$ cat src/hdl/pac_pkg.sv
// shared types, constants and codes of the packet acl classifier
package pac_pkg;

  localparam int PAC_RULE_ENTRIES = 64;
  localparam int PAC_LIST_ENTRIES = 32;

  localparam int KIND_W   = 2;
  localparam int ADDR_W   = 32;
  localparam int PROTO_W  = 8;
  localparam int PORT_W   = 16;
  localparam int RIDX_W   = 6;
  localparam int RPROTO_W = 2;
  localparam int SRC_W    = 2;
  localparam int MATCH_W  = 6;
  localparam int RCNT_W   = 7;

  // item kinds
  localparam logic [KIND_W-1:0] KIND_CLASSIFY  = 2'd0;
  localparam logic [KIND_W-1:0] KIND_RULE_WR   = 2'd1;
  localparam logic [KIND_W-1:0] KIND_ALLOW_ADD = 2'd2;
  localparam logic [KIND_W-1:0] KIND_BLOCK_ADD = 2'd3;

  // rule protocol codes
  localparam logic [RPROTO_W-1:0] RPROTO_ANY   = 2'd0;
  localparam logic [RPROTO_W-1:0] RPROTO_TCP   = 2'd1;
  localparam logic [RPROTO_W-1:0] RPROTO_UDP   = 2'd2;
  localparam logic [RPROTO_W-1:0] RPROTO_NEVER = 2'd3;

  // ip protocol numbers
  localparam logic [PROTO_W-1:0] IP_PROTO_TCP = 8'd6;
  localparam logic [PROTO_W-1:0] IP_PROTO_UDP = 8'd17;

  // decision sources
  localparam logic [SRC_W-1:0] DEC_ALLOW_LIST = 2'd0;
  localparam logic [SRC_W-1:0] DEC_BLOCK_LIST = 2'd1;
  localparam logic [SRC_W-1:0] DEC_RULE       = 2'd2;
  localparam logic [SRC_W-1:0] DEC_DEFAULT    = 2'd3;

  typedef struct packed {
    logic [KIND_W-1:0]   kind;
    logic [ADDR_W-1:0]   src_addr;
    logic [ADDR_W-1:0]   dst_addr;
    logic [PROTO_W-1:0]  protocol;
    logic [PORT_W-1:0]   dst_port;
    logic [RIDX_W-1:0]   rule_index;
    logic                rule_allow;
    logic [RPROTO_W-1:0] rule_proto;
    logic                rule_src_any;
    logic                rule_dst_any;
  } pac_in_t;

  typedef struct packed {
    logic               allowed;
    logic [SRC_W-1:0]   decision_source;
    logic [MATCH_W-1:0] matched_rule;
    logic               status;
  } pac_out_t;

  // packet header as broadcast to the rule cells
  typedef struct packed {
    logic [ADDR_W-1:0] src_addr;
    logic [ADDR_W-1:0] dst_addr;
    logic [PORT_W-1:0] dst_port;
    logic              is_tcp;
    logic              is_udp;
  } pac_key_t;

  // one stored rule
  typedef struct packed {
    logic [ADDR_W-1:0]   src_addr;
    logic [ADDR_W-1:0]   dst_addr;
    logic [PORT_W-1:0]   dst_port;
    logic [RPROTO_W-1:0] proto;
    logic                allow;
    logic                src_any;
    logic                dst_any;
  } pac_rule_t;

  // token walking down the rule chain
  typedef struct packed {
    logic               valid;
    logic               hit;
    logic               allow;
    logic [MATCH_W-1:0] idx;
  } pac_rtok_t;

  // token walking down a list chain
  typedef struct packed {
    logic valid;
    logic hit;
  } pac_ltok_t;

  typedef enum logic [1:0] {
    ST_IDLE,
    ST_SCAN,
    ST_DONE
  } pac_state_e;

endpackage

$ cat src/hdl/pac_rule_cell.sv
// one rule table entry with its match logic and token stage
module pac_rule_cell
  import pac_pkg::*;
#(
  parameter int CELL_IDX = 0
) (
  input  logic                clk_i,
  input  logic                rst_ni,
  input  pac_key_t            key_i,
  input  logic [RCNT_W-1:0]   rule_count_i,
  input  logic                wr_en_i,
  input  logic [RIDX_W-1:0]   wr_idx_i,
  input  pac_rule_t           wr_rule_i,
  input  pac_rtok_t           tok_i,
  output pac_rtok_t           tok_o
);

  pac_rule_t rule_q;
  logic      tok_valid_q;
  logic      tok_hit_q;
  logic      tok_allow_q;
  logic [MATCH_W-1:0] tok_idx_q;

  logic in_use;
  logic src_ok;
  logic dst_ok;
  logic proto_ok;
  logic port_ok;
  logic match;

  always_ff @(posedge clk_i) begin
    if (wr_en_i && (int'(wr_idx_i) == CELL_IDX)) begin
      rule_q <= wr_rule_i;
    end
  end

  always_comb begin
    in_use = (CELL_IDX < int'(rule_count_i));
    src_ok = rule_q.src_any || (rule_q.src_addr == key_i.src_addr);
    dst_ok = rule_q.dst_any || (rule_q.dst_addr == key_i.dst_addr);
    case (rule_q.proto)
      RPROTO_ANY:   proto_ok = 1'b1;
      RPROTO_TCP:   proto_ok = key_i.is_tcp;
      RPROTO_UDP:   proto_ok = key_i.is_udp;
      RPROTO_NEVER: proto_ok = 1'b0;
      default:      proto_ok = 1'b0;
    endcase
    port_ok = (rule_q.dst_port == '0) ||
              ((key_i.is_tcp || key_i.is_udp) && (rule_q.dst_port == key_i.dst_port));
    match = in_use && src_ok && dst_ok && proto_ok && port_ok;
  end

  always_ff @(posedge clk_i or negedge rst_ni) begin
    if (!rst_ni) begin
      tok_valid_q <= 1'b0;
    end else begin
      tok_valid_q <= tok_i.valid;
    end
  end

  // earlier hit wins, otherwise this entry may claim the decision
  always_ff @(posedge clk_i) begin
    if (tok_i.valid) begin
      if (tok_i.hit || !match) begin
        tok_hit_q   <= tok_i.hit;
        tok_allow_q <= tok_i.allow;
        tok_idx_q   <= tok_i.idx;
      end else begin
        tok_hit_q   <= 1'b1;
        tok_allow_q <= rule_q.allow;
        tok_idx_q   <= MATCH_W'(CELL_IDX);
      end
    end
  end

  assign tok_o = '{valid: tok_valid_q, hit: tok_hit_q, allow: tok_allow_q, idx: tok_idx_q};

endmodule

$ cat config.mk
export PLATFORM = sky130hd
export DESIGN_NAME = pac_rule_cell
export DESIGN_NICKNAME = d
export VERILOG_FILES = /design/src/hdl/pac_pkg.sv /design/src/hdl/pac_rule_cell.sv
export SDC_FILE = /design/constraint.sdc
export NUM_CORES = 1
export LEC_CHECK = 0
export BUFFER_PORTS_ARGS = -buffer_cell sky130_fd_sc_hd__buf_2
export CAP_MARGIN = 20
export CORE_MARGIN = 5
export CORE_UTILIZATION = 40
export DETAILED_ROUTE_END_ITERATION = 16
export GPL_TIMING_DRIVEN = 0
export PLACE_DENSITY = 0.72
export SKIP_LAST_GASP = 1
export SLEW_MARGIN = 25
export SYNTH_ARGS = -nofsm -noshare
export SYNTH_HDL_FRONTEND = slang
export SYNTH_SLANG_ARGS = --single-unit
$ cat constraint.sdc
create_clock -name clk_i -period 2.6 [get_ports clk_i]
set_clock_uncertainty 0.2 [all_clocks]
set_input_delay 0.26 -clock clk_i [delete_from_list [all_inputs] [get_ports clk_i]]
set_output_delay 0.26 -clock clk_i [all_outputs]
set_load 0.01 [all_outputs]
# Word level (Yosys, flattened, before mapping)
# Index checks and enable logic that the tools add are counted.
dict set report word_totals {
  regBits 94
  wordCells 35
  inputBits 192
  out_inout_bits 9
}
dict set report op_classes {
  n_reduce_logical 15
  muxes 2
  n_eq_ne 6
  order_cmp 1
}
# cell count
set op_table {}
lappend op_table {{$eq 32x32->1} 2}
lappend op_table {{$eq 16x16->1} 1}
lappend op_table {{$logic_not 16->1} 1}
lappend op_table {{$lt 1x7->1 const A} 1}
lappend op_table {{$logic_and 1x1->1} 6}
lappend op_table {{$logic_not 6->1} 1}
lappend op_table {{$logic_or 1x1->1} 5}
lappend op_table {{$eq 2x2->1 const B} 2}
lappend op_table {{$pmux 1 s4} 1}
lappend op_table {{$eq 2x1->1 const B} 1}
lappend op_table {{$logic_not 2->1} 1}
lappend op_table {{$logic_not 1->1} 1}
lappend op_table {{$mux 1} 1}

# Depth between registers and ports, before layout
dict set report depth {
  ltp_word 9
  mapped_depth 6
  ltp_nobuf 6
}

# Worst setup path after synthesis
# OpenSTA, ideal clock, no wires.
dict set report synth_path {
  path_kind {input to register}
  start {input port wr_idx_i[1]}
  end {register rule_q[0] in the netlist's numbering (enable)}
  t_arrival_ns 2.550
  stages 2
  t_required_ns 1.946
  path_buffers 0
  slack_ns -0.604
  cell_sequence {nor4_1 and3_1}
}
dict set report synth_between {
  elab_chain_len 2
}
# item line_no
set synth_rtl {}
lappend synth_rtl {{from (decl)} pac_rule_cell.sv:12} ;# input logic [RIDX_W-1:0] wr_idx_i,
lappend synth_rtl {{$logic_not 6->1} pac_rule_cell.sv:32} ;# if (wr_en_i && (int'(wr_idx_i) == CELL_IDX)) begin
lappend synth_rtl {{$logic_and 1x1->1} pac_rule_cell.sv:32}
lappend synth_rtl {{to (signal assigned)} pac_rule_cell.sv:33} ;# rule_q <= wr_rule_i;
lappend synth_rtl {{to (decl)} pac_rule_cell.sv:18} ;# pac_rule_t rule_q;
# No other way between the ends.
# A chain may end at the register's enable or synchronous reset.

# Worst setup path in the final report
dict set report layout_path {
  start {register rule_q[7] in the netlist's numbering}
  end {register tok_allow_q (data pin)}
}
dict set report layout_between {
  elab_chain_len 7
  elab_cells_between_ends 8
  classes_between {eq/ne: 1; mux: 1; reduce/logical: 6}
}
# item line_no
set layout_rtl {}
lappend layout_rtl {{$eq 16x16->1} pac_rule_cell.sv:49} ;# ((key_i.is_tcp || key_i.is_udp) && (rule_q.dst_port == key_i.dst_port));
lappend layout_rtl {{$logic_and 1x1->1} pac_rule_cell.sv:49}
lappend layout_rtl {{$logic_or 1x1->1 (*)} pac_rule_cell.sv:48} ;# port_ok = (rule_q.dst_port == '0) ||
lappend layout_rtl {{$logic_and 1x1->1 (*)} pac_rule_cell.sv:50} ;# match = in_use && src_ok && dst_ok && proto_ok && port_ok;
lappend layout_rtl {{$logic_not 1->1 (*)} pac_rule_cell.sv:64} ;# if (tok_i.hit || !match) begin
lappend layout_rtl {{$logic_or 1x1->1 (*)} pac_rule_cell.sv:64}
lappend layout_rtl {{$mux 1 (*)} pac_rule_cell.sv:64}
lappend layout_rtl {{to (signal assigned)} pac_rule_cell.sv:66} ;# tok_allow_q <= tok_i.allow;
lappend layout_rtl {{to (signal assigned)} pac_rule_cell.sv:70} ;# tok_allow_q <= rule_q.allow;
lappend layout_rtl {{to (decl)} pac_rule_cell.sv:21} ;# logic tok_allow_q;
# Every way passes the cells marked *; elsewhere a longest branch is shown, timed or not.

==> out/summary.log <==
[run_status] status finished clean
[placed_design] placed insts 563
[final_layout] fillcell total 715
[floorplan] number of standard-cell rows in the floorplan 36
[sta] slew margin rel. 65.2%
[power] maximum vdd ir drop 0.294 mV
[final_layout] NumNets Final 730
[route] Detailed Routing Iterations Pass 1 4
[yosys] post-synthesis instance area 3900 um2
[setup_path] critical path data required time 2.52 ns
[clock_tree] CTS Buf Count 9
[yosys] sequential share of the synthesized area 72.3%
[floorplan] die height 109 um
[global_route] maximum number of pins on one net before global-route repair 49
[yosys] mean area per synthesized cell 17.0 um2
[sta] final setup violation count 0
[clock_tree] latest clock arrival within the worst-skew pair 0.36 ns
[final_layout] Final Non-Filler Cells 676
[placed_design] pre-CTS WS -0.0988 ns
[setup_path] count of buffering cells on the critical path with inverters included 1
[sta] Peak Freq 405 MHz
[sta] final hold violation count 0
[run] MaxCap Viol Count 0
[final_layout] layout cells sized above 1 42.7%
[route] number of vias in the routed layout 3067
[floorplan] initial standard-cell utilization of the core 40.4%
[power] static power due to leakage 2.43 nW
[route] WL/cell 15.7 um
[sta] final setup slack of the worst path 0.129 ns
[yosys] fraction of post-synthesis cell area in the top cell type by area 71.7%
[yosys] number of storage elements in the synthesis netlist 94
[yosys] Unique masters post-synth 19
[power] total power draw 0.00323 W
[route] Iter 0 DRT Violations 107
[floorplan] horizontal die dimension 109 um
[sta] final max-slew violation count 0
[yosys] biggest area consumer among synthesized cells edfxtp_1
[route] DRT antenna net count 0
[placed_design] placed wire-length estimate after detailed placement 7050 um
[setup_path] crit end category flop
[setup_path] slowest cell on the critical path edfxtp_1
[route] count of unresolved DRC violations after routing 0
[placed_design] global placer's final weighted congestion 0.764
[setup_path] logic depth of the worst register-to-register path 7
[sta] post-route fraction of the period consumed by the critical path 95.0%
[global_route] first-pass GRT wire length 15600 um
[route] aggregate routed wire length 10600 um
[clock_tree] Clock Pin Slew Worst Setup and Hold Paths 0.09 ns
[worst_hold_path] type of the worst min-delay path in -> reg
[yosys] net count after synthesis 421
[setup_path] worst-path cell chain xnor2_1 > o21ai_0 > nor4_1 > a41oi_1 > nor4_4 > buf_4 > mux2_4
[clock_tree] number of levels the H-tree was split into 3
[setup_path] CP max FO 8
[setup_path] cell family with most CP delay simple AND/OR/NAND/NOR gates
[setup_path] arrival time at the worst endpoint 2.39 ns
[setup_path] Max stage delay on crit path 0.44 ns
[clock_tree] CTS root buffer clkbuf_8
[global_route] leftover overflow at the end of global routing 0
[sta] setup repair after global routing missed its margin no
[setup_path] worst r2r dst tok_allow_q
[final_layout] area delta synth->final 62.1%
[setup_path] capture point of the critical path tok_allow_q
[sta] final period demand of the worst path 2.47 ns
[clock_tree] clock sink count 94
[setup_path] critical path launch point type flop
[floorplan] die footprint 11800 um2
[route] vias per inst 4.54
[setup_path] CP Launch Point rule_q[7]
[power] power per cell area 512 nW/um2
[worst_hold_path] source of the worst hold timing path wr_en_i
[yosys] count of warnings emitted by yosys 0
[yosys] Gate Count Post-Synth 229
[final_layout] final std cell area, no fill 6310 um2
[global_route] overall fraction of global-route tracks in use 17.9%
[yosys] Synth area leaders edfxtp_1, xnor2_1, nand4_1
[final_layout] area taken by multi-input logic gates 1060 um2
[setup_path] Crit. path cell count 7
[global_route] antenna violations before repair 0
[final_layout] utilization of the core after routing 65.5%
[floorplan] core area 9640 um2
[clock_tree] clock buffer depth 2
[final_layout] Antenna diodes 0
[setup_path] FF-to-FF setup slack 0.13 ns
[setup_path] start of the worst register-to-register path rule_q[7]
[placed_design] port buffer count 200
[floorplan] IO Pins 201
[placed_design] Cell Area, Placed 5100 um2
[sta] measured slew at the worst slew-check pin 0.522 ns
[setup_path] start-to-end type of the worst setup path reg -> reg
[final_layout] Storage cell area 2820 um2
[global_route] vias in the first global route 3363
[clock_tree] TritonCTS clock tree yes
## how the worst min path moves through the flow
stage	endpoint	slack, ns	depth (start not counted)
after CTS	tok_idx_q[2]	0.001	2
after floorplan	tok_valid_q	-0.24	0
after detailed placement	tok_valid_q	-0.16	1
after global routing	rule_q[60]	0.33	2
final	rule_q[62]	0.32	2
after global placement	tok_valid_q	-0.16	1
## kinds of logic after synthesis
group,Yosys count,synth area share (%)
flip-flops,94,72.3
XOR/XNOR,80,18.0
AND/OR/NAND/NOR,43,7.64
AO/OA/AOI/OAI,7,0.996
buffers and inverters,4,0.674
multiplexers,1,0.385
## layout make-up
type / instances / area share (%)
well taps: 133 / 2.64
plain buffers: 3 / 0.357
clock buffers: 9 / 1.96
flip-flops and latches: 94 / 44.6
inverters: 1 / 0.0594
clock inverters: 7 / 1.90
multi-input cells: 131 / 16.8
repair buffers: 298 / 31.6
## per-layer routing
metal / part of all wire, % / GRT usage (%) / wire [um] / vias to the layer above
met5: 0 / 0 / 0 / -
met4: 1.8 / 7.03 / 193 / 0
met3: 9.2 / 6.51 / 983 / 14
met2: 53 / 32.8 / 5590 / 150
met1: 36 / 18.4 / 3860 / 1424
li1: - / - / - / 1479
## sequential cells by signal (all words and copies together) (netlist names)
| signal | cells |
|---|---|
| tok_idx_q | 6 |
| rule_q | 85 |
| tok_hit_q | 1 |
| tok_valid_q | 1 |
| tok_allow_q | 1 |
## what timing repair did
action                                  4_1_cts  5_1_grt
endpoints found under the setup margin        7        7
hold buffers                                 95        1
pin swaps                                     1        1
resized for setup                             0        1
hold endpoints to repair                     94        1
setup buffers                                 0        1
## stage by stage
step	TNS, ns	hold slack (ns)
CTS	0	0.00106
global route	0	0.327
floorplan	0	-0.236
finish	0	0.321
global placement	-14.47	-0.164
detailed placement	-0.257	-0.163
## synthesized netlist by cell type
| library cell | instances |
|---|---|
| nor3_1 | 1 |
| and4_1 | 1 |
| o21ai_0 | 2 |
| nor2_1 | 1 |
| buf_4 | 3 |
| edfxtp_1 | 93 |
| a21oi_1 | 4 |
| nor2b_1 | 1 |
| a41oi_1 | 1 |
| and2b_2 | 6 |
| nand4_1 | 19 |
| nor4_1 | 11 |
| inv_1 | 1 |
| mux2_4 | 1 |
| dfrtp_1 | 1 |
| nor4_4 | 1 |
| or2_2 | 1 |
| and3_1 | 1 |
| xnor2_1 | 80 |
## where the power goes
part | internal [W] | switching, W | leakage, nW
clock | 0.000642 | 0.000519 | 0.120
sequential | 0.00168 | 0.00000659 | 0.855
combinational | 0.000260 | 0.000123 | 1.46
## worst reg2reg max path: stages, from the launching register on
cell	delay (ns)
edfxtp_1	0.44
xnor2_1	0.18
o21ai_0	0.13
nor4_1	0.28
a41oi_1	0.23
nor4_4	0.28
buf_4	0.19
mux2_4	0.30
## placed cells by master (no fill, tap or decap)
master and instances:
clkinvlp_4 1, and2b_2 6, inv_1 1, edfxtp_1 93, inv_6 1, clkinv_2 1
o21ai_0 2, xnor2_1 80, clkinv_4 1, dlygate4sd3_1 96, nor4_1 10, buf_16 1
nor4_4 1, nor4_2 1, bufinv_16 3, buf_2 200, buf_4 4, or2_2 1
nand4_1 19, and4_1 1, mux2_4 1, nor2_1 1, nor2b_1 1, a21oi_1 4
clkbuf_8 9, dfrtp_1 1, and3_4 1, nor3_1 1, a41oi_1 1
Note: power is estimated with default switching activity, not from simulation.
