[config.mk]
export PLATFORM = sky130hd
export DESIGN_NAME = pac_list_cell
export DESIGN_NICKNAME = d
export VERILOG_FILES = /design/src/hdl/pac_pkg.sv /design/src/hdl/pac_list_cell.sv
export SDC_FILE = /design/constraint.sdc
export NUM_CORES = 1
export LEC_CHECK = 0
export BUFFER_PORTS_ARGS = -buffer_cell sky130_fd_sc_hd__buf_2
export CORE_MARGIN = 8
export CORE_UTILIZATION = 47
export CTS_CLUSTER_DIAMETER = 80
export DETAILED_ROUTE_END_ITERATION = 10
export PLACE_DENSITY = 0.86
export SYNTH_ARGS = -nofsm -noshare
export SYNTH_HDL_FRONTEND = slang
export SYNTH_SLANG_ARGS = --single-unit
[constraint.sdc]
create_clock -name clk_i -period 3.1 [get_ports clk_i]
set_input_delay 0.62 -clock clk_i [delete_from_list [all_inputs] [get_ports clk_i]]
set_output_delay 0.62 -clock clk_i [all_outputs]
set_load 0.01 [all_outputs]
[src/hdl/pac_pkg.sv]
// shared types, constants and codes of the packet acl classifier
package pac_pkg;

  localparam int PAC_RULE_ENTRIES = 64;
  localparam int PAC_LIST_ENTRIES = 32;

  localparam int KIND_W   = 2;
  localparam int ADDR_W   = 32;
  localparam int PROTO_W  = 8;
  localparam int PORT_W   = 16;
  localparam int RIDX_W   = 6;
  localparam int RPROTO_W = 2;
  localparam int SRC_W    = 2;
  localparam int MATCH_W  = 6;
  localparam int RCNT_W   = 7;

  // item kinds
  localparam logic [KIND_W-1:0] KIND_CLASSIFY  = 2'd0;
  localparam logic [KIND_W-1:0] KIND_RULE_WR   = 2'd1;
  localparam logic [KIND_W-1:0] KIND_ALLOW_ADD = 2'd2;
  localparam logic [KIND_W-1:0] KIND_BLOCK_ADD = 2'd3;

  // rule protocol codes
  localparam logic [RPROTO_W-1:0] RPROTO_ANY   = 2'd0;
  localparam logic [RPROTO_W-1:0] RPROTO_TCP   = 2'd1;
  localparam logic [RPROTO_W-1:0] RPROTO_UDP   = 2'd2;
  localparam logic [RPROTO_W-1:0] RPROTO_NEVER = 2'd3;

  // ip protocol numbers
  localparam logic [PROTO_W-1:0] IP_PROTO_TCP = 8'd6;
  localparam logic [PROTO_W-1:0] IP_PROTO_UDP = 8'd17;

  // decision sources
  localparam logic [SRC_W-1:0] DEC_ALLOW_LIST = 2'd0;
  localparam logic [SRC_W-1:0] DEC_BLOCK_LIST = 2'd1;
  localparam logic [SRC_W-1:0] DEC_RULE       = 2'd2;
  localparam logic [SRC_W-1:0] DEC_DEFAULT    = 2'd3;

  typedef struct packed {
    logic [KIND_W-1:0]   kind;
    logic [ADDR_W-1:0]   src_addr;
    logic [ADDR_W-1:0]   dst_addr;
    logic [PROTO_W-1:0]  protocol;
    logic [PORT_W-1:0]   dst_port;
    logic [RIDX_W-1:0]   rule_index;
    logic                rule_allow;
    logic [RPROTO_W-1:0] rule_proto;
    logic                rule_src_any;
    logic                rule_dst_any;
  } pac_in_t;

  typedef struct packed {
    logic               allowed;
    logic [SRC_W-1:0]   decision_source;
    logic [MATCH_W-1:0] matched_rule;
    logic               status;
  } pac_out_t;

  // packet header as broadcast to the rule cells
  typedef struct packed {
    logic [ADDR_W-1:0] src_addr;
    logic [ADDR_W-1:0] dst_addr;
    logic [PORT_W-1:0] dst_port;
    logic              is_tcp;
    logic              is_udp;
  } pac_key_t;

  // one stored rule
  typedef struct packed {
    logic [ADDR_W-1:0]   src_addr;
    logic [ADDR_W-1:0]   dst_addr;
    logic [PORT_W-1:0]   dst_port;
    logic [RPROTO_W-1:0] proto;
    logic                allow;
    logic                src_any;
    logic                dst_any;
  } pac_rule_t;

  // token walking down the rule chain
  typedef struct packed {
    logic               valid;
    logic               hit;
    logic               allow;
    logic [MATCH_W-1:0] idx;
  } pac_rtok_t;

  // token walking down a list chain
  typedef struct packed {
    logic valid;
    logic hit;
  } pac_ltok_t;

  typedef enum logic [1:0] {
    ST_IDLE,
    ST_SCAN,
    ST_DONE
  } pac_state_e;

endpackage

[src/hdl/pac_list_cell.sv]
// one address list entry with its compare and token stage
module pac_list_cell
  import pac_pkg::*;
#(
  parameter int CELL_IDX = 0,
  parameter int FILL_W   = 6
) (
  input  logic              clk_i,
  input  logic              rst_ni,
  input  logic [ADDR_W-1:0] key_i,
  input  logic [FILL_W-1:0] fill_i,
  input  logic              wr_en_i,
  input  logic [ADDR_W-1:0] wr_addr_i,
  input  pac_ltok_t         tok_i,
  output pac_ltok_t         tok_o
);

  logic [ADDR_W-1:0] addr_q;
  logic              tok_valid_q;
  logic              tok_hit_q;
  logic              hit;

  // new entries always land at the fill position
  always_ff @(posedge clk_i) begin
    if (wr_en_i && (int'(fill_i) == CELL_IDX)) begin
      addr_q <= wr_addr_i;
    end
  end

  assign hit = (CELL_IDX < int'(fill_i)) && (addr_q == key_i);

  always_ff @(posedge clk_i or negedge rst_ni) begin
    if (!rst_ni) begin
      tok_valid_q <= 1'b0;
    end else begin
      tok_valid_q <= tok_i.valid;
    end
  end

  always_ff @(posedge clk_i) begin
    if (tok_i.valid) begin
      tok_hit_q <= tok_i.hit || hit;
    end
  end

  assign tok_o = '{valid: tok_valid_q, hit: tok_hit_q};

endmodule
Yosys cells after proc, flatten, opt, wreduce, memory -nomap -nowiden
Cells that the tools add are included.
{"block": "totals", "register_bits": 34, "latchBits": 0, "mem_bits_rw": 0, "rom_bits": 0, "word_cells": 9, "mem_count": 0}
{"block": "op_classes", "n_addsub": 0, "n_mul": 0, "n_div": 0, "n_lt_le_gt_ge": 1, "eq_ne": 1, "n_shift": 0, "muxes": 0, "bitwise_logic": 0, "reduce_logical": 4}
{"operator": "== test 32 bit", "count": 1}
{"operator": "logical NOT 6 bit", "count": 1}
{"operator": "< comparator 1 x 6 -> 1 bit, first input constant", "count": 1}
{"operator": "logical AND 1 bit", "count": 2}
{"operator": "logical OR 1 bit", "count": 1}

Logic depth before layout (Yosys ltp)
Gate-level depths: netlist of the first run.
{"block": "depth", "ltp_word": 3, "ltp_mapped": 4}

Least setup slack after synthesis of the first run
No wires, ideal clock.
{"block": "synth_timing", "kind": "input port to flip-flop", "from": "input fill_i[5]", "to": "register addr_q[0], enable pin", "setup_time_ns": 0.392, "arrival_ns": 2.088, "required_time_ns": 2.708, "slack_ns": 0.619, "cell_stages": 3, "path_buffers": 0, "cell_sequence": "or4_4 -> nor3_2 -> and2_1"}
{"block": "synth_via", "elab_chain_cells": 2}
{"item": "from (decl)", "line_no": "pac_list_cell.sv:11", "text": "input logic [FILL_W-1:0] fill_i,"}
{"item": "logical NOT 6 bit", "line_no": "pac_list_cell.sv:25", "text": "if (wr_en_i && (int'(fill_i) == CELL_IDX)) begin"}
{"item": "logical AND 1 bit", "line_no": "pac_list_cell.sv:25"}
{"item": "to (signal assigned)", "line_no": "pac_list_cell.sv:26", "text": "addr_q <= wr_addr_i;"}
{"item": "to (decl)", "line_no": "pac_list_cell.sv:18", "text": "logic [ADDR_W-1:0] addr_q;"}
No other way between the ends.
A chain may end at the register's enable or synchronous reset.

Worst setup path after layout of the first run
{"block": "layout_timing", "from": "input fill_i[5]", "to": "register addr_q[11], enable pin"}
Same word-level chain as after synthesis.

==> impl_metrics.ini, run 1 <==
[timing]
fmax_mhz = 524.0
timing.setup.tns_ps = 0
period_needed_ps = 1908
finalWorstSetupSlack_ps = 1192
slew_headroom = 0.7052
drv_slew = 0
setup_viol_count_final = 0
finClkSkew_ps = 8.094
rsz0062_at_grt = no
worstMarginPinSlew_ps = 438.2
post-route-period-util = 0.6156
finalHoldViolations = 0

[place]
place_congestion = 0.7631
io_buffers = 76
pre_cts_slack_ps = 839.8
place_area_um2 = 1827

[yosys]
synth-main-ff-cell = edfxtp_1
synth_common_cells = edfxtp_1, xnor2_1, nand4_1
yosys_register_bits = 34
ys_top_cells_by_area = edfxtp_1, xnor2_1, nand4_1, dfrtp_1, buf_4
synth_top_area_frac = 0.7015
synth_edf_count = 33
synth-async-reset-ratio = 0.02941
syn-num-nets = 158
syn_inst = 83
avgSynthCellArea_um2 = 17.02
synth_area_um2 = 1413
ys_seq_area_frac = 0.7192
ys_types = 12
synth_top_area_cell = edfxtp_1
synth.most_common_cell = edfxtp_1
yosys_warnings = 0

[cts]
post_cts_buffers = 0
clk_pin_slew_worst_paths_ps = 90
htree_levels = 2
clock-sinks = 34
cts_tree = yes
cts-buffers-inserted = 5
clock_tree.root_cell = clkbuf_4
post_cts_resize_count = 0
postCtsHoldBufs = 0
clock_path_buffers = 2
insertion_delay_ps = 330

[critical_path]
critical_path.cell_chain = buf_2, or4_4, nor3_2, and2_1, buf_4
crit_type = in -> reg
crit_required_ps = 3090
cp_top_family = simple AND/OR/NAND/NOR gates
endpoint_kind = flop
slowest_delay_ps = 520
path_buf_inv = 2
cp-start-kind = input pin
crit_path_top_delay_cell = or4_4
arrival_ps = 1900
crit_fanout = 32

[drt]
drt_iter0_drc = 12
ant_nets = 0
vias = 944
wl_per_cell_um = 14.62
route.detailed.drc = 0
first_pass_iters = 3
drt-total-wl_um = 2909
drt-vias-per-instance = 4.744

[pwr]
finalPower_mw = 0.8926
clkPwrFrac = 0.343
seqPwrFrac = 0.571
cell_internal_pwr_mw = 0.7298
p_sw_frac = 0.1824
leakagePower_nw = 0.7376
switching_power_mw = 0.1628
power_density_nw_per_um2 = 469.3
p_comb_frac = 0.087
ir_drop_mv = 0.3251

[finish]
antenna_cells = 0
area_delta_synth_final_pct = 34.63
nNetsFinal = 240
design_area_um2 = 1902
regArea_um2 = 1016
fillerInstances = 240
final_util = 0.6441
multi_input_area_um2 = 381.6
drive_gt1_frac = 0.5120

[die]
core_region_area_um2 = 2953
rows = 20
io_pins = 77
die_h_um = 70.82
start_util = 0.4784
dieArea_um2 = 5015
die_w_um = 70.82

[global_route]
first_global_vias = 1127
grt_usage = 0.1200
grt_first_pass_wirelength_um = 4567
grt_max_degree = 33
overflow = 0
antenna_found_initial = 0

[outcome]
status = finished clean

[hold_path]
hold_path.class = in -> async

[job]
cap_violations = 0
kinds of logic (layout without fill, tap and decap cells):
family | count (synthesis) | count (layout) | synth area share
buffers and inverters | 2 | 85 | 0.01063
xor gates and xnor gates | 32 | 32 | 0.1984
AOI/OAI and AO/OA | 1 | 1 | 0.006201
DFF | 34 | 34 | 0.7192
and+or+nand+nor | 14 | 14 | 0.06555
power groups by stage:
stage	clock, mW	combinational, mW	sequential (mW)
floorplan	0	0.0270	0.520
global placement	0	0.0756	0.520
detailed placement	0	0.0785	0.520
CTS	0.314	0.0788	0.510
global route	0.334	0.0850	0.510
finish	0.306	0.0773	0.510
per-stage QoR:
stage          instances  hold WS [ps]
2_1_floorplan         83         324.4
3_5_place_dp         191         395.8
4_1_cts              199         33.62
3_3_place_gp         191         395.5
6_report             199         50.75
5_1_grt              199         24.27
area by class of cell:
cell class,count,share of cell area
flip-flops and latches,34,0.5342
repair buffers,77,0.2039
multi-input cells,47,0.2007
clock buffers,7,0.02368
well taps,33,0.02171
clock inverters,1,0.01579
per-layer routing:
layer,vias to the layer above,GRT usage,share of wire
li1,470,-,-
met1,422,0.09689,0.34
met2,50,0.2111,0.53
met3,2,0.08333,0.12
met4,0,0.06236,0.0083
met5,-,0,0
cells in the final DEF (no fill, tap or decap), drive strengths merged:
cell type,n
edfxtp,33
dfrtp,1
xnor2,32
clkbuf,7
nor4,1
buf,77
nand4,8
nor2,1
nor3,2
a31o,1
and2,1
or4,1
bufinv,1
flip-flops by register name, indices dropped and copies added (netlist names):
signal / count
addr_q: 32
tok_valid_q: 1
tok_hit_q: 1
final timing paths:
check,startpoint,to,slack (ps),cells past startpoint
worst max-delay path,fill_i[5],addr_q[11]$_DFFE_PP_,1190,5
worst min-delay path,rst_ni,tok_valid_q$_DFF_PN0_,50,1
worst max register to register,addr_q[11]$_DFFE_PP_,tok_hit_q$_DFFE_PP_,1670,4
worst min register to register,addr_q[30]$_DFFE_PP_,tok_hit_q$_DFFE_PP_,840,4
max in group asynchronous,rst_ni,tok_valid_q$_DFF_PN0_,2970,1
min in group clk_i,tok_i[1],tok_valid_q$_DFF_PN0_,420,1
Note: power is estimated with default switching activity, not from simulation.
==> run 2, diff against run 1 <==
--- a/config.mk
+++ b/config.mk
@@ -7,10 +7,10 @@
 export LEC_CHECK = 0
 export BUFFER_PORTS_ARGS = -buffer_cell sky130_fd_sc_hd__buf_2
 export CORE_MARGIN = 8
-export CORE_UTILIZATION = 47
+export CORE_UTILIZATION = 39
 export CTS_CLUSTER_DIAMETER = 80
 export DETAILED_ROUTE_END_ITERATION = 10
-export PLACE_DENSITY = 0.86
+export PLACE_DENSITY = 0.76
 export SYNTH_ARGS = -nofsm -noshare
 export SYNTH_HDL_FRONTEND = slang
 export SYNTH_SLANG_ARGS = --single-unit
==> constraint.sdc (replaced) <==
create_clock -name clk_i -period 1.6 [get_ports clk_i]
set_input_delay 0.32 -clock clk_i [delete_from_list [all_inputs] [get_ports clk_i]]
set_output_delay 0.32 -clock clk_i [all_outputs]
set_load 0.01 [all_outputs]
==> impl_metrics.ini, run 2 (synthesis gave the netlist of run 1 again) <==
[critical_path]
reg2regPathDepth = 4
cp-start-kind = input pin
crit_required_ps = 1640
crit_cells = 5
crit_fanout = 16
crit_path_top_delay_cell = or4_4
slowest_delay_ps = 520
critical_path.cell_chain = buf_2, or4_4, nor3_2, and2_4, buf_12
arrival_ps = 1470
endpoint_kind = flop
cp_top_family = simple AND/OR/NAND/NOR gates
crit_type = in -> reg
path_buf_inv = 2

[die]
dieArea_um2 = 5804
rows = 22
start_util = 0.3948
io_pins = 77
die_w_um = 76.19
core_region_area_um2 = 3578
die_h_um = 76.19

[drt]
vias = 974
first_pass_iters = 4
route.detailed.drc = 0
drt_iter0_drc = 18
drt-vias-per-instance = 4.488
ant_nets = 0
wl_per_cell_um = 14.41
drt-total-wl_um = 3128

[global_route]
grt_usage = 0.1105
antenna_found_initial = 0
overflow = 0
grt_first_pass_wirelength_um = 4968
grt_max_degree = 17
first_global_vias = 1168

[finish]
reg_top3 = addr_q (32), tok_hit_q (1), tok_valid_q (1)
drive_gt1_frac = 0.5148
largest_reg_flops = 32
layout_commonest_cell = buf_2
design_area_um2 = 1947
antenna_cells = 0
area_delta_synth_final_pct = 37.82
layout_common_cells = buf_2, edfxtp_1, xnor2_1
largest-register = addr_q
nNetsFinal = 243

[job]
cap_violations = 0

[cts]
cts_tree = yes
htree_levels = 2
post_cts_buffers = 0
clock_path_buffers = 2
clock_tree.root_cell = clkbuf_4
insertion_delay_ps = 320
clk_pin_slew_worst_paths_ps = 90
cts-buffers-inserted = 5
clock-sinks = 34

[timing]
post-route-period-util = 0.8918
hold_slack_ps = 129.2
timing.setup.tns_ps = 0
drv_slew = 0
rsz0062_at_grt = no
finClkSkew_ps = 2.739
slew_headroom = 0.7754
period_needed_ps = 1427
fmax_mhz = 700.8
worstMarginPinSlew_ps = 333.9
finalWorstSetupSlack_ps = 173.0
setup_viol_count_final = 0
finalHoldViolations = 0

[hold_path]
hold_path.class = in -> reg
whs_path_depth = 1

[pwr]
clkPwrFrac = 0.266
switching_power_mw = 0.3173
cell_internal_pwr_mw = 1.242
leakagePower_nw = 0.7477
finalPower_mw = 1.559
ir_drop_mv = 0.5312
p_sw_frac = 0.2035
power_density_nw_per_um2 = 800.9
seqPwrFrac = 0.633
p_comb_frac = 0.101

[place]
dp_hpwl_um = 2677
pre_cts_slack_ps = -179.0
place_congestion = 0.7055
place_area_um2 = 1888
io_buffers = 76

[outcome]
status = finished clean
## run 2: power groups by stage
stage,sequential (mW),combinational [mW],clock [mW]
2_1_floorplan,1.01,0.0525,0
3_3_place_gp,1.01,0.150,0
3_5_place_dp,1.01,0.158,0
4_1_cts,0.987,0.160,0.435
5_1_grt,0.988,0.171,0.469
6_report,0.987,0.157,0.415
## run 2: metal layers
layer	vias to the layer above	routed length, um	GRT usage
li1	476	-	-
met1	439	1136	0.09052
met2	51	1585	0.1928
met3	8	321	0.08019
met4	0	85	0.05192
met5	-	0	0
## run 2: final cells by class
class | count | area (um^2)
Sequential cell | 34 | 1016
Clock buffer | 5 | 37.54
Tap cell | 48 | 60.06
Clock inverter | 3 | 11.26
Fill cell | 331 | 1632
Multi-Input combinational cell | 47 | 384.1
Timing Repair Buffer | 80 | 437.9
## run 2: worst paths after layout
check	from	end	slack, ps
worst max-delay path	fill_i[5]	addr_q[10]$_DFFE_PP_	170
worst min-delay path	tok_i[1]	tok_valid_q$_DFF_PN0_	130
worst max register to register	addr_q[11]$_DFFE_PP_	tok_hit_q$_DFFE_PP_	220
worst min register to register	addr_q[30]$_DFFE_PP_	tok_hit_q$_DFFE_PP_	850
max in group asynchronous	rst_ni	tok_valid_q$_DFF_PN0_	1220
min in group asynchronous	rst_ni	tok_valid_q$_DFF_PN0_	300
## run 2: worst reg2reg max path: cells and delay by family (launching register included)
kind	cells	cell delay, ps
AO/OA/AOI/OAI	1	190
XOR/XNOR	1	170
flip-flops	1	390
AND/OR/NAND/NOR	2	490
## run 2: repair_timing
| action | CTS | global route |
|---|---|---|
| hold endpoints to repair | 1 | 0 |
| resized for setup | 0 | 0 |
| endpoints found under the setup margin | 0 | 0 |
| hold buffers | 1 | 0 |
## run 2: metrics by stage
step,cells,utilization
after floorplan,83,-
after global placement,208,0.5276
after detailed placement,208,0.5276
after CTS,217,0.5441
after global routing,217,0.5441
final,217,0.5441
